`src/rtl/core/bgdt_pkg.sv`:
```
// Shared types, constants and helper functions of the grid distance transform.
// Used by every module under rtl/core; depends on nothing else.
package bgdt_pkg;

	localparam int MAX_WIDTH    = 64;
	localparam int MAX_HEIGHT   = 64;
	localparam int SNAP_RADIUS  = 12;
	localparam int STORE_DEPTH  = MAX_WIDTH * MAX_HEIGHT;
	localparam int IDX_W        = 12;
	localparam int DIST_W       = 13;
	localparam int CRD_W        = 6;
	localparam int DIM_W        = 7;
	localparam int RAD_W        = 4;
	localparam int OFS_W        = 6;
	localparam logic [DIST_W-1:0] DIST_MAX    = 13'd4095;
	localparam logic [DIST_W-1:0] DIST_UNREACH = '1;

	localparam logic [1:0] OP_WRITE  = 2'd0;
	localparam logic [1:0] OP_RUN    = 2'd1;
	localparam logic [1:0] OP_READ   = 2'd2;
	localparam logic [1:0] OP_UNUSED = 2'd3;

	localparam logic [1:0] ST_DONE    = 2'd0;
	localparam logic [1:0] ST_OUTSIDE = 2'd1;
	localparam logic [1:0] ST_NOFREE  = 2'd2;

	localparam logic [1:0] REG_WIDTH  = 2'd0;
	localparam logic [1:0] REG_HEIGHT = 2'd1;
	localparam logic [1:0] REG_UNKNOWN = 2'd2;
	localparam logic [1:0] REG_THRESH = 2'd3;

	typedef struct packed {
		logic [1:0]        op;
		logic [IDX_W-1:0]  cell_index;
		logic signed [7:0] cell_value;
		logic signed [7:0] start_x;
		logic signed [7:0] start_y;
	} in_t;

	typedef struct packed {
		logic signed [DIST_W-1:0] distance;
		logic [1:0]               status;
		logic [CRD_W-1:0]         used_start_x;
		logic [CRD_W-1:0]         used_start_y;
	} out_t;

	// Commands from the controller to the datapath.
	typedef struct packed {
		logic grid_wr;
		logic dist_rd_in;
		logic latch_start;
		logic clr_step;
		logic start_rd;
		logic snap_init;
		logic snap_rd;
		logic snap_adv;
		logic snap_take;
		logic seed;
		logic pop;
		logic cur_latch;
		logic cur_rd;
		logic curd_latch;
		logic nb_rd;
		logic nb_adv;
		logic nb_upd;
	} cmd_t;

	// Status from the datapath to the controller.
	typedef struct packed {
		logic clr_last;
		logic start_out;
		logic grid_free;
		logic cand_in;
		logic snap_last;
		logic q_empty;
		logic nb_in;
		logic nb_last;
	} sts_t;

	// Output slot control from the controller to the top level.
	typedef struct packed {
		logic       load;
		logic [1:0] status;
		logic       sel_dist;
		logic       sel_xy;
	} oload_t;

	function automatic logic [IDX_W-1:0] cell_addr(input logic [CRD_W-1:0] y,
			input logic [CRD_W-1:0] x, input logic [DIM_W-1:0] w);
		logic [IDX_W:0] p;
		p = ({{(IDX_W+1-CRD_W){1'b0}}, y} * {{(IDX_W+1-DIM_W){1'b0}}, w})
			+ {{(IDX_W+1-CRD_W){1'b0}}, x};
		return p[IDX_W-1:0];
	endfunction

	function automatic logic cell_free(input logic signed [7:0] v,
			input logic signed [7:0] unk, input logic signed [7:0] thr);
		return (v != unk) && (v >= 8'sd0) && (v < thr);
	endfunction

	function automatic logic [DIM_W-1:0] clamp_dim(input logic [DIM_W-1:0] v,
			input int maxv);
		logic [DIM_W-1:0] r;
		r = v;
		if (v == '0)
			r = DIM_W'(1);
		else if (v > DIM_W'(maxv))
			r = DIM_W'(maxv);
		return r;
	endfunction

endpackage

```
`src/rtl/core/bgdt_ctrl.sv`:
```
// Controller state machine of the distance transform: sequences clearing,
// start check, snapping and the breadth-first search. Depends on bgdt_pkg.
module bgdt_ctrl (
	input  logic            clk,
	input  logic            arst_n,
	input  logic            in_valid,
	input  logic [1:0]      in_op,
	input  logic            slot_free,
	input  bgdt_pkg::sts_t  sts,
	output logic            in_ready,
	output bgdt_pkg::cmd_t  cmd,
	output bgdt_pkg::oload_t oload
);
	import bgdt_pkg::*;

	typedef enum logic [3:0] {
		S_CLR, S_IDLE, S_RD, S_RCLR, S_CHK, S_START_T, S_SN_ADDR, S_SN_T,
		S_SEED, S_POP, S_POPW, S_CURD, S_DLAT, S_NADDR, S_NT
	} state_t;

	state_t state_q, state_d;
	logic   take;

	assign in_ready = (state_q == S_IDLE) && slot_free;
	assign take     = in_valid && in_ready;

	always_comb begin
		state_d = state_q;
		cmd     = '0;
		oload   = '0;
		unique case (state_q)
			S_CLR: begin
				cmd.clr_step = 1'b1;
				if (sts.clr_last)
					state_d = S_IDLE;
			end
			S_IDLE: begin
				if (take) begin
					unique case (in_op)
						OP_WRITE: begin
							cmd.grid_wr = 1'b1;
							oload.load  = 1'b1;
						end
						OP_READ: begin
							cmd.dist_rd_in = 1'b1;
							state_d        = S_RD;
						end
						OP_RUN: begin
							cmd.latch_start = 1'b1;
							state_d         = S_RCLR;
						end
						default: oload.load = 1'b1;
					endcase
				end
			end
			S_RD: begin
				oload.load     = 1'b1;
				oload.sel_dist = 1'b1;
				state_d        = S_IDLE;
			end
			S_RCLR: begin
				cmd.clr_step = 1'b1;
				if (sts.clr_last)
					state_d = S_CHK;
			end
			S_CHK: begin
				if (sts.start_out) begin
					oload.load   = 1'b1;
					oload.status = ST_OUTSIDE;
					state_d      = S_IDLE;
				end else begin
					cmd.start_rd = 1'b1;
					state_d      = S_START_T;
				end
			end
			S_START_T: begin
				if (sts.grid_free) begin
					state_d = S_SEED;
				end else if (SNAP_RADIUS == 0) begin
					oload.load   = 1'b1;
					oload.status = ST_NOFREE;
					oload.sel_xy = 1'b1;
					state_d      = S_IDLE;
				end else begin
					cmd.snap_init = 1'b1;
					state_d       = S_SN_ADDR;
				end
			end
			S_SN_ADDR: begin
				if (sts.cand_in) begin
					cmd.snap_rd = 1'b1;
					state_d     = S_SN_T;
				end else if (sts.snap_last) begin
					oload.load   = 1'b1;
					oload.status = ST_NOFREE;
					oload.sel_xy = 1'b1;
					state_d      = S_IDLE;
				end else begin
					cmd.snap_adv = 1'b1;
				end
			end
			S_SN_T: begin
				if (sts.grid_free) begin
					cmd.snap_take = 1'b1;
					state_d       = S_SEED;
				end else if (sts.snap_last) begin
					oload.load   = 1'b1;
					oload.status = ST_NOFREE;
					oload.sel_xy = 1'b1;
					state_d      = S_IDLE;
				end else begin
					cmd.snap_adv = 1'b1;
					state_d      = S_SN_ADDR;
				end
			end
			S_SEED: begin
				cmd.seed = 1'b1;
				state_d  = S_POP;
			end
			S_POP: begin
				if (sts.q_empty) begin
					oload.load   = 1'b1;
					oload.status = ST_DONE;
					oload.sel_xy = 1'b1;
					state_d      = S_IDLE;
				end else begin
					cmd.pop = 1'b1;
					state_d = S_POPW;
				end
			end
			S_POPW: begin
				cmd.cur_latch = 1'b1;
				state_d       = S_CURD;
			end
			S_CURD: begin
				cmd.cur_rd = 1'b1;
				state_d    = S_DLAT;
			end
			S_DLAT: begin
				cmd.curd_latch = 1'b1;
				state_d        = S_NADDR;
			end
			S_NADDR: begin
				if (sts.nb_in) begin
					cmd.nb_rd = 1'b1;
					state_d   = S_NT;
				end else if (sts.nb_last) begin
					state_d = S_POP;
				end else begin
					cmd.nb_adv = 1'b1;
				end
			end
			S_NT: begin
				cmd.nb_upd = 1'b1;
				if (sts.nb_last) begin
					state_d = S_POP;
				end else begin
					cmd.nb_adv = 1'b1;
					state_d    = S_NADDR;
				end
			end
			default: state_d = S_IDLE;
		endcase
	end

	always_ff @(posedge clk or negedge arst_n) begin
		if (!arst_n)
			state_q <= S_CLR;
		else
			state_q <= state_d;
	end

endmodule

```
`config.mk`:
```
export PLATFORM = sky130hd
export DESIGN_NAME = bgdt_ctrl
export DESIGN_NICKNAME = d
export VERILOG_FILES = /design/src/rtl/core/bgdt_pkg.sv /design/src/rtl/core/bgdt_ctrl.sv
export SDC_FILE = /design/constraint.sdc
export NUM_CORES = 1
export LEC_CHECK = 0
export BUFFER_PORTS_ARGS = -buffer_cell sky130_fd_sc_hd__buf_2
export CORE_UTILIZATION = 47
export CTS_CLUSTER_SIZE = 10
export DETAILED_ROUTE_END_ITERATION = 12
export PLACE_DENSITY = 0.84
export SLEW_MARGIN = 15
export SYNTH_ARGS = -nofsm -noshare
export SYNTH_HDL_FRONTEND = slang
export SYNTH_SLANG_ARGS = --single-unit
export TNS_END_PERCENT = 20
```
`constraint.sdc`:
```
create_clock -name clk -period 4.1 [get_ports clk]
set_input_delay 0.41 -clock clk [delete_from_list [all_inputs] [get_ports clk]]
set_output_delay 0.41 -clock clk [all_outputs]
set_load 0.01 [all_outputs]
```
* Word level (Yosys, flattened, before mapping)
Index checks and enable logic that the tools add are counted.
** Cells by class
- Add/sub/neg operators :: 0
- $mul :: 0
- Div/mod/pow operators :: 0
- Order comparisons :: 0
- Equality and inequality tests :: 22
- Shifts and indexed selects :: 0
- Multiplexer cells :: 60
- Bitwise logic cells :: 0
- Reductions and logical operators :: 7
** Operators with widths (number)
- case mux 4 bit (14 select lines) :: 1
- two-way mux 4 bit :: 10
- two-way mux 1 bit :: 33
- two-way mux 3 bit :: 10
- equality test 4 bit, second input constant :: 7
- equality test 4 x 3 -> 1 bit, second input constant :: 4
- equality test 4 x 2 -> 1 bit, second input constant :: 2
- case mux 2 bit (4 select lines) :: 1
- case mux 4 bit (2 select lines) :: 1
- inequality test 2 bit, second input constant :: 3
- inequality test 3 bit, second input constant :: 2
- case mux 1 bit (6 select lines) :: 1
- AND reduction 6 bit :: 1
- equality test 4 x 1 -> 1 bit, second input constant :: 1
- zero test 4 bit :: 1
- case mux 1 bit (2 select lines) :: 2
- OR reduction 2 bit :: 2
- inequality test 3 x 1 -> 1 bit, second input constant :: 1
- case mux 1 bit (3 select lines) :: 1
- equality test 2 x 1 -> 1 bit, second input constant :: 1
- equality test 2 bit, second input constant :: 1
- logical AND 1 bit :: 2
- zero test 2 bit :: 1
** Storage, ports and cells
- Flip-flop bits (word level) :: 4
- Bits in latches :: 0
- Memory bits (writable) :: 0
- Memory bits (read-only) :: 0
- Input port bits :: 14
- Output and inout port bits :: 23
- Logic and storage cells :: 90
- Memories kept :: 0

* Depth between registers and ports, before layout
Gate-level depths: netlist of the first run.
- Word-level depth :: 5
- Gate-level depth with buffers :: 6
- Mapped depth without buffers :: 6

* Worst setup path after synthesis of the first run
OpenSTA, ideal clock, no wires.
- Kind :: reg-to-output
- From :: register state_q[0]
- To :: output port oload[4] (netlist bit)
- Arrival time :: 1.337 ns
- Required time :: 3.690 ns
- Slack :: 2.353 ns
- Cell stages (with the launch flop) :: 5
- Buffers on the path :: 0
- Cells stage by stage :: dfrtp_1 -> mux2i_1 -> and4_1 -> a41o_1 -> a311o_1
** RTL lines
- start: declaration :: RTL line bgdt_ctrl.sv:21 : state_t state_q, state_d;
- start signal: assignment :: RTL line bgdt_ctrl.sv:170 : state_q <= state_d;
- end: declaration :: RTL line bgdt_ctrl.sv:12 : output bgdt_pkg::oload_t oload

==> results of run 1 <==
[cell families after synthesis]
kind of cell	share of synthesized area [%]
compound gates	22.7
xor+xnor	1.29
fa+ha+maj	5.54
buf+inv	12.0
flops	14.8
mux	4.43
simple gates	39.3
[metrics by stage]
stage | power (uW) | hold slack (ns)
2_1_floorplan | 409 | 0.114
3_3_place_gp | 470 | 0.217
3_5_place_dp | 481 | 0.218
4_1_cts | 535 | 0.497
5_1_grt | 584 | 0.524
6_report | 540 | 0.506
[per-layer routing]
metal	vias to the layer above	share of wire (%)	routed length, um
met3	0	6.8	136
met1	403	44	876
met5	-	0	0
li1	416	-	-
met2	45	49	979
met4	0	0	0
[power by group through the flow]
stage | clock (uW) | sequential (uW) | combinational, uW
floorplan | 0 | 76.3 | 333
global placement | 0 | 139 | 330
detailed placement | 0 | 144 | 337
CTS | 51.1 | 143 | 340
global route | 54.5 | 156 | 374
finish | 51.8 | 146 | 342
[cells in the final DEF (no fill, tap or decap), drive strengths merged]
master,count
nor2,7
a31oi,5
nand2,8
nor3,8
and3,2
or4,2
and4,1
ha,3
o211ai,2
a21oi,3
nor2b,4
clkbuf,3
dlygate4sd3,1
mux2i,3
buf,36
nor4b,2
and2,6
a32oi,1
o41ai,1
o22ai,1
o311a,1
a311oi,1
o21ai,4
inv,9
a311o,1
nor3b,1
o211a,1
nand2b,4
nor4,2
dfrtp,4
xnor2,1
a41o,1
[worst max-delay path: cells and delay by family (launching register included)]
family / cells / cell delay, ns
compound gates: 1 / 0.08
buf+inv: 1 / 0.18
flops: 1 / 0.67
simple gates: 2 / 0.85
[repair_timing]
| item | CTS | global route |
|---|---|---|
| hold buffers | 1 | 0 |
| setup buffers | 0 | 0 |
| hold endpoints to repair | 4 | 0 |
[cell usage after synthesis]
cell	instances	area, um^2
inv_1	9	33.8
nand2_1	8	30.0
nor3_1	8	40.0
nor2_1	7	26.3
and2_1	6	37.5
a31oi_1	5	31.3
dfrtp_1	4	100
nand2b_1	4	25.0
nor2b_1	4	25.0
o21ai_0	4	20.0
a21oi_1	3	15.0
ha_1	3	37.5
mux2i_1	3	30.0
buf_2	2	10.0
buf_6	2	22.5
clkbuf_1	2	7.51
nor4_1	2	12.5
nor4b_1	2	17.5
o211ai_1	2	15.0
a311o_1	1	10.0
a311oi_1	1	8.76
a32oi_1	1	8.76
a41o_1	1	10.0
and3_1	1	6.26
and3_4	1	11.3
and4_1	1	8.76
buf_4	1	7.51
nor3b_1	1	7.51
o211a_1	1	10.0
o22ai_1	1	6.26
o311a_1	1	10.0
o41ai_1	1	8.76
or4_1	1	7.51
or4_4	1	11.3
xnor2_1	1	8.76
[how the worst min path moves through the flow]
stage / start / end / cells after the start
floorplan: arst_n / state_q[0] / 0
detailed placement: arst_n / state_q[3] / 1
global placement: arst_n / state_q[2] / 1
CTS: arst_n / state_q[3] / 2
finish: arst_n / state_q[2] / 2
global route: arst_n / state_q[2] / 2
[area by class of cell]
class                           count  area (um^2)  share of cell area, %
Sequential cell                     4          100                   11.6
Tap cell                           15         18.8                   2.18
Timing Repair Buffer               37          190                   22.1
Clock buffer                        3         22.5                   2.61
Inverter                            9         33.8                   3.92
Multi-Input combinational cell     76          497                   57.6
==> metrics.md, run 1 <==
| Metric | Value |
|---|---|
| F_max | about 0.41 GHz |
| Post-CTS Resized | 0 |
| Logic gate share of total power | 63.3% |
| Vias in the first global route | 676 |
| Critical-path cell list | nand2b_1, or4_4, o41ai_1, buf_2 |
| DP Area | 830 um^2 |
| Initial antenna violation count | 0 |
| Pin count of the biggest net entering global routing | 19 |
| Via count | approximately 860 |
| First-pass GRT wire length | about 3 mm |
| Met2 usage | between 40% and 50% |
| Max-slew violation count | 0 |
| Peak VDD IR | ~310 uV |
| Clock share of power | 9.6% |
| CTS H-tree depth | 1 |
| Reg-to-reg setup timing slack | between 2 and 2.5 ns |
| Slowest CP cell | dfrtp_1 |
| Syn_area_per_cell | 7.06 um^2 |
| Cts bufs inserted | 3 |
| Core Footprint | ~0.0013 mm^2 |
| CP Max Fanout | 18 |
| Clock Sinks | 4 |
| Pint | approximately 250 uW |
| Final setup vio count | 0 |
| Max reg flops | 4 |
| Worst Path Required | ~3.7 ns |
| Met3 Track Usage GR | under 10% |
| Place WS | around 2 ns |
| Seq/Total Area, Yosys | roughly 15% |
| Min-Delay Path Class | input pin to async pin |
| Setup ws final | 1.67 ns |
| Die Area | about 0.0016 mm^2 |
| P_sw | around 290 uW |
| Finished Layout Cells | ~140 |
| Ports | 37 |
| Syn Std Cell Area | 678 um^2 |
| Worst-margin pin slew | 0.538 ns |
| Leak | about 0.00047 uW |
| Syn nets | roughly 110 |
| Status | finished, final reports clean |
| Sum of negative setup slack | 0 ns |
| Filler cells | 130 |
| Global route hottest layer | met2 |
| Critical path origin | state_q[1] |
| Number of I/O port buffers | 36 |
| Initial DRC Count | 37 |
| Rel. slew slack | approximately 64% |
| Die Height | approximately 40 um |
| Worst-Skew Late Latency | between 0.2 and 0.25 ns |
| Largest regs | state_q (4) |
| Fin crit share | about three fifths |
| GR Util met1 | between 30% and 40% |
| Clock transition at path regs | 0.04 ns |
| YS warnings | 0 |
| Fraction of layout cells with a size suffix above 1 | 31.8% |
| Pwr dens | 626 mW/mm^2 |
| Residual DRC | 0 |
| Cell variety after synth | 35 |
| Placed Instances | 140 |
| Avg WL per Cell | about 14 um |
| Switch share | 54.2% |
| Final Hold Vio Count | 0 |
| Grt ovf | 0 |
| Crit start category | flop |
| Util after Layout | 65.4% |
| Die W | 40.0 um |
| Dpl hpwl | around 1.5 mm |
| RR Endpoint | state_q[0] |
| Sequential Power Share | 27.1% |
| Worst EP arrival | between 2 and 2.5 ns |
| Largest register by flop count | state_q |
| Antenna cells | 0 |
| RSZ-0062 raised after global routing | no |
| Max_cap viols | 0 |
| Area Overhead vs Synth | 27.1% |
| CTS tree | built |
| Routed Antenna Nets | 0 |
| Row count | 13 |
| Clk_skew | 0.00432 ns |
| Worst setup endpoint | cmd[9] |
| Worst r2r path cells | 4 |
| Slowest cell delay on critical path | around 0.67 ns |
| Post-Synthesis Cells | 96 |
| Initial Utilization | 51.5% |
| GP Congestion | 0.851 |
| Max Buffers Root-to-Sink | 2 |
| FF-to-FF Start | state_q[1] |
| Total Wirelength | 1.99 mm |
| Root buffer cell | clkbuf_4 |
| CP Capture Type | primary output |
| Yosys reg bits | 4 |
| All-Layer GR Usage | ~28% |
| Vias per Instance | 6.00 |
| Nets | 148 |
| Fin crit period | roughly 2.4 ns |
| DRT Pass-1 Iters | 4 |
| CP Class | flop to primary output |
| Final instance area | ~860 um^2 |
No activity file was read; power rests on OpenSTA's default activity.
==> inputs of run 2 (changes only) <==
--- a/config.mk
+++ b/config.mk
@@ -5,11 +5,12 @@
 export SDC_FILE = /design/constraint.sdc
 export NUM_CORES = 1
 export LEC_CHECK = 0
+export ABC_AREA = 1
 export BUFFER_PORTS_ARGS = -buffer_cell sky130_fd_sc_hd__buf_2
-export CORE_UTILIZATION = 47
+export CORE_UTILIZATION = 40
 export CTS_CLUSTER_SIZE = 10
 export DETAILED_ROUTE_END_ITERATION = 12
-export PLACE_DENSITY = 0.84
+export PLACE_DENSITY = 0.75
 export SLEW_MARGIN = 15
 export SYNTH_ARGS = -nofsm -noshare
 export SYNTH_HDL_FRONTEND = slang
==> constraint.sdc (replaced) <==
create_clock -name clk -period 2.07 [get_ports clk]
set_input_delay 0.207 -clock clk [delete_from_list [all_inputs] [get_ports clk]]
set_output_delay 0.207 -clock clk [all_outputs]
set_load 0.01 [all_outputs]
==> run 2 against run 1 <==
Compared with the run above: the run now ends with DRC left; sequential power increased by 12%; wire length increased by 1.5%; cell count increased by 40%; via count increased by 13%; die area increased by 20%; critical path depth increased by 5; hold slack got worse by 0.20 ns; first-iteration DRC count decreased by 8.1%; clock power increased by 83%; count of clock-buffer cells in the layout unchanged; synthesized cell count increased by 49%; core utilization decreased by 4.8 points.
==> metrics.md, run 2 <==
| Metric | Value |
|---|---|
| Status | finished, violations left |
| Failing checks | DRC |
| Commonest cells post-synth | nand2_1 (46), inv_1 (31), nor2_1 (30) |
| Dpl hpwl | 1.75 mm (+17%) |
| Max-slew violation count | 0 (unchanged) |
| Setup ws final | 0.295 ns (-1.37 ns) |
| Die W | 43.7 um (+9.4%) |
| Post-synth EDFFs | 0 (unchanged) |
| YS warnings | 0 (unchanged) |
| Cell repeated most along the worst path | nand2_1 |
| Vias per Instance | 4.86 (-19%) |
| First-pass GRT wire length | 3.31 mm (+10%) |
| Clock transition at path regs | 0.04 ns (about the same) |
| Clock Sinks | 4 (unchanged) |
| Die Area | 0.00191 mm^2 (+20%) |
| Post-CTS setup buffer count | 0 (unchanged) |
| Logic gate share of total power | 74.3% (+11 points) |
| Initial DRC Count | 34 (-8.1%) |
| Ports | 37 (unchanged) |
| Worst-margin pin slew | 0.298 ns (-0.240 ns) |
| Core Footprint | 0.00156 mm^2 (+18%) |
| Avg WL per Cell | 10.1 um (-27%) |
| Finished Layout Cells | 201 (+40%) |
| Max_cap viols | 0 (unchanged) |
| Cts bufs inserted | 3 (unchanged) |
| Peak VDD IR | 522 uV (+70%) |
| Most frequent cells in the layout | nand2_1 (46), buf_2 (36), inv_1 (31), nor2_1 (30), nand3_1 (16) |
| Total Wirelength | 2.02 mm (+1.5%) |
| Root buffer cell | clkbuf_4 |
| Initial antenna violation count | 0 (unchanged) |
| Syn nets | 160 (+42%) |
| Fin crit period | 1.77 ns |
| Synth top area cells | nand2_1 (25%), inv_1 (17%), nor2_1 (16%), dfrtp_1 (14%), nand3_1 (11%) |
| Final setup vio count | 0 (unchanged) |
| F_max | 0.563 GHz |
| Hold WS | 0.303 ns (-0.203 ns) |
| Slowest cell delay on critical path | 0.40 ns (-0.27 ns) |
| Max reg flops | 4 (unchanged) |
| Worst EP arrival | 1.57 ns (-0.45 ns) |
| Vias in the first global route | 797 (+18%) |
| Cell variety after synth | 13 (-63%) |
| Pin count of the biggest net entering global routing | 7 (-12) |
| Critical-path cell list | inv_1, nor2_4, nand2_1, nor2_2, nand2_1, nor2_1, nor2_1, nand2_1, buf_2 |
| Reg-to-reg setup timing slack | 0.61 ns (-1.54 ns) |
| All-Layer GR Usage | 23.0% (-5.0 points) |
| Clock share of power | 9.4% (-0.2 points) |
| Crit-path leading delay family | simple AND/OR/NAND/NOR gates |
| Sum of negative setup slack | 0 ns (unchanged) |
| RSZ-0062 raised after global routing | no |
| Syn Std Cell Area | 697 um^2 (+2.8%) |
| Max Buffers Root-to-Sink | 2 (unchanged) |
| Slowest CP cell | dfrtp_1 |
| Residual DRC | 1 (+1) |
| Routed Antenna Nets | 0 (unchanged) |
| CP Capture Type | primary output |
| Synth top area share | 24.8% (+10 points) |
| CTS tree | built |
| Number of I/O port buffers | 36 (unchanged) |
| Min-Delay Path Class | input pin to async pin |
| Grt ovf | 0 (unchanged) |
| CTS H-tree depth | 1 (unchanged) |
| Commonest non-fill, non-tap cell in the layout | nand2_1 |
| Final Hold Vio Count | 0 (unchanged) |
| Syn_area_per_cell | 4.87 um^2 (-31%) |
| CP Class | flop to primary output |
| DRT Pass-1 Iters | 9 (+5) |
| Sequential Power Share | 16.3% (-11 points) |
| Via count | 977 (+13%) |
| FF-to-FF Start | state_q[1] |
| Die Height | 43.7 um (+9.4%) |
| Leak | 0.000738 uW (+55%) |
| Switch share | 55.6% (+1.4 points) |
| GP Congestion | 0.959 (+13%) |
| Largest regs | state_q (4) |
| Place WS | 0.533 ns (-1.41 ns) |
| Pwr dens | 1070 mW/mm^2 (+71%) |
| Worst r2r path cells | 9 (+5) |
| RR Endpoint | state_q[1] |
| Clk_skew | 0.00319 ns (-0.00114 ns) |
| Placed Instances | 197 (+41%) |
| Antenna cells | 0 (unchanged) |
| Filler cells | 174 (+34%) |
| Pint | 448 uW (+81%) |
| Worst-Skew Late Latency | 0.23 ns (about the same) |
| Commonest register cell after synthesis | dfrtp_1 |
| Initial Utilization | 44.7% (-6.8 points) |
| Rel. slew slack | 80.1% (+16 points) |
| Util after Layout | 60.6% (-4.8 points) |
| Worst Path Required | 1.86 ns (-1.83 ns) |
| Row count | 14 (+1) |
| Yosys reg bits | 4 (unchanged) |
| Critical path origin | state_q[0] |
| Largest register by flop count | state_q |
| Area Overhead vs Synth | 35.5% |
| Nets | 204 (+38%) |
| Area leader, netlist | nand2_1 |
| Fraction of layout cells with a size suffix above 1 | 23.2% (-8.5 points) |
| Crit start category | flop |
| Fin crit share | between 80% and 90% |
| Post-Synthesis Cells | 143 (+49%) |
| Asr flop ratio synth | 100% (unchanged) |
| Buffer and inverter count on the worst path | 2 (+1) |
| P_sw | 560 uW (+91%) |
| Most common cell in the synthesized netlist | nand2_1 |
| Seq/Total Area, Yosys | 14.4% (-0.40 points) |
| CP Max Fanout | 5 (-13) |
-- run 2: changes by cell type in the layout (fill, tap and decap cells not counted), sizes merged, moves of 3 or more --
cell and delta:
mux2i -3, nor2 +25, nand2b -4, inv +22, nand2 +38, nand3 +16
nor2b -4, and2 -6, a31oi -5
-- run 2: stage by stage --
step / instance area (um^2) / power [uW]
finish: 945 / 1010
detailed placement: 912 / 908
CTS: 945 / 1010
global placement: 912 / 906
floorplan: 697 / 666
global route: 945 / 1130
-- run 2: cells by family (layout without fill, tap and decap cells) --
group / after synthesis / in the layout / share of synthesized area [%]
simple gates: 101 / 101 / 60.3
fa+ha+maj: 3 / 3 / 5.39
compound gates: 4 / 4 / 3.23
flops: 4 / 4 / 14.4
buf+inv: 31 / 73 / 16.7
-- run 2: routing by layer --
| layer | vias to the layer above | track usage (%) | wire length [um] |
|---|---|---|---|
| li1 | 520 | - | - |
| met1 | 411 | 31.7 | 938 |
| met2 | 46 | 36.7 | 943 |
| met3 | 0 | 5.83 | 140 |
| met4 | 0 | 3.75 | 0 |
| met5 | - | 0 | 0 |
-- run 2: final cells by class --
cell class / count / area (um^2) / share of cell area [%]
Inverter: 31 / 116 / 12.3
Clock buffer: 3 / 22.5 / 2.38
Multi-Input combinational cell: 108 / 480 / 50.9
Sequential cell: 4 / 100 / 10.6
Tap cell: 16 / 20.0 / 2.12
Timing Repair Buffer: 39 / 205 / 21.7
-- run 2: worst reg2reg max path, cell delays in order, from the launching register on --
cell and delay (ns):
dfrtp_1 0.44, inv_1 0.11, nand2_1 0.10, nor2_1 0.24
nand2_1 0.16, nand2_1 0.11, nor2_1 0.04, nand2_1 0.07
nand2_1 0.06, nand2_1 0.06
-- run 2: how the worst max path moves through the flow --
stage / end / depth (start not counted)
after floorplan: oload[4] / 7
after global placement: oload[4] / 9
after detailed placement: oload[4] / 9
after CTS: oload[4] / 9
after global routing: oload[4] / 9
final: oload[4] / 9
-- run 2: repair_timing --
item | 4_1_cts | 5_1_grt
hold buffers | 1 | 0
endpoints found under the hold margin | 4 | 0
resized for setup | 0 | 0
endpoints found under the setup margin | 0 | 0
-- run 2: power groups by stage --
| stage | clock (uW) | combinational, uW | sequential (uW) |
|---|---|---|---|
| floorplan | 0 | 511 | 155 |
| global placement | 0 | 744 | 162 |
| detailed placement | 0 | 742 | 166 |
| CTS | 99.8 | 747 | 165 |
| global route | 109 | 846 | 173 |
| finish | 94.6 | 750 | 164 |
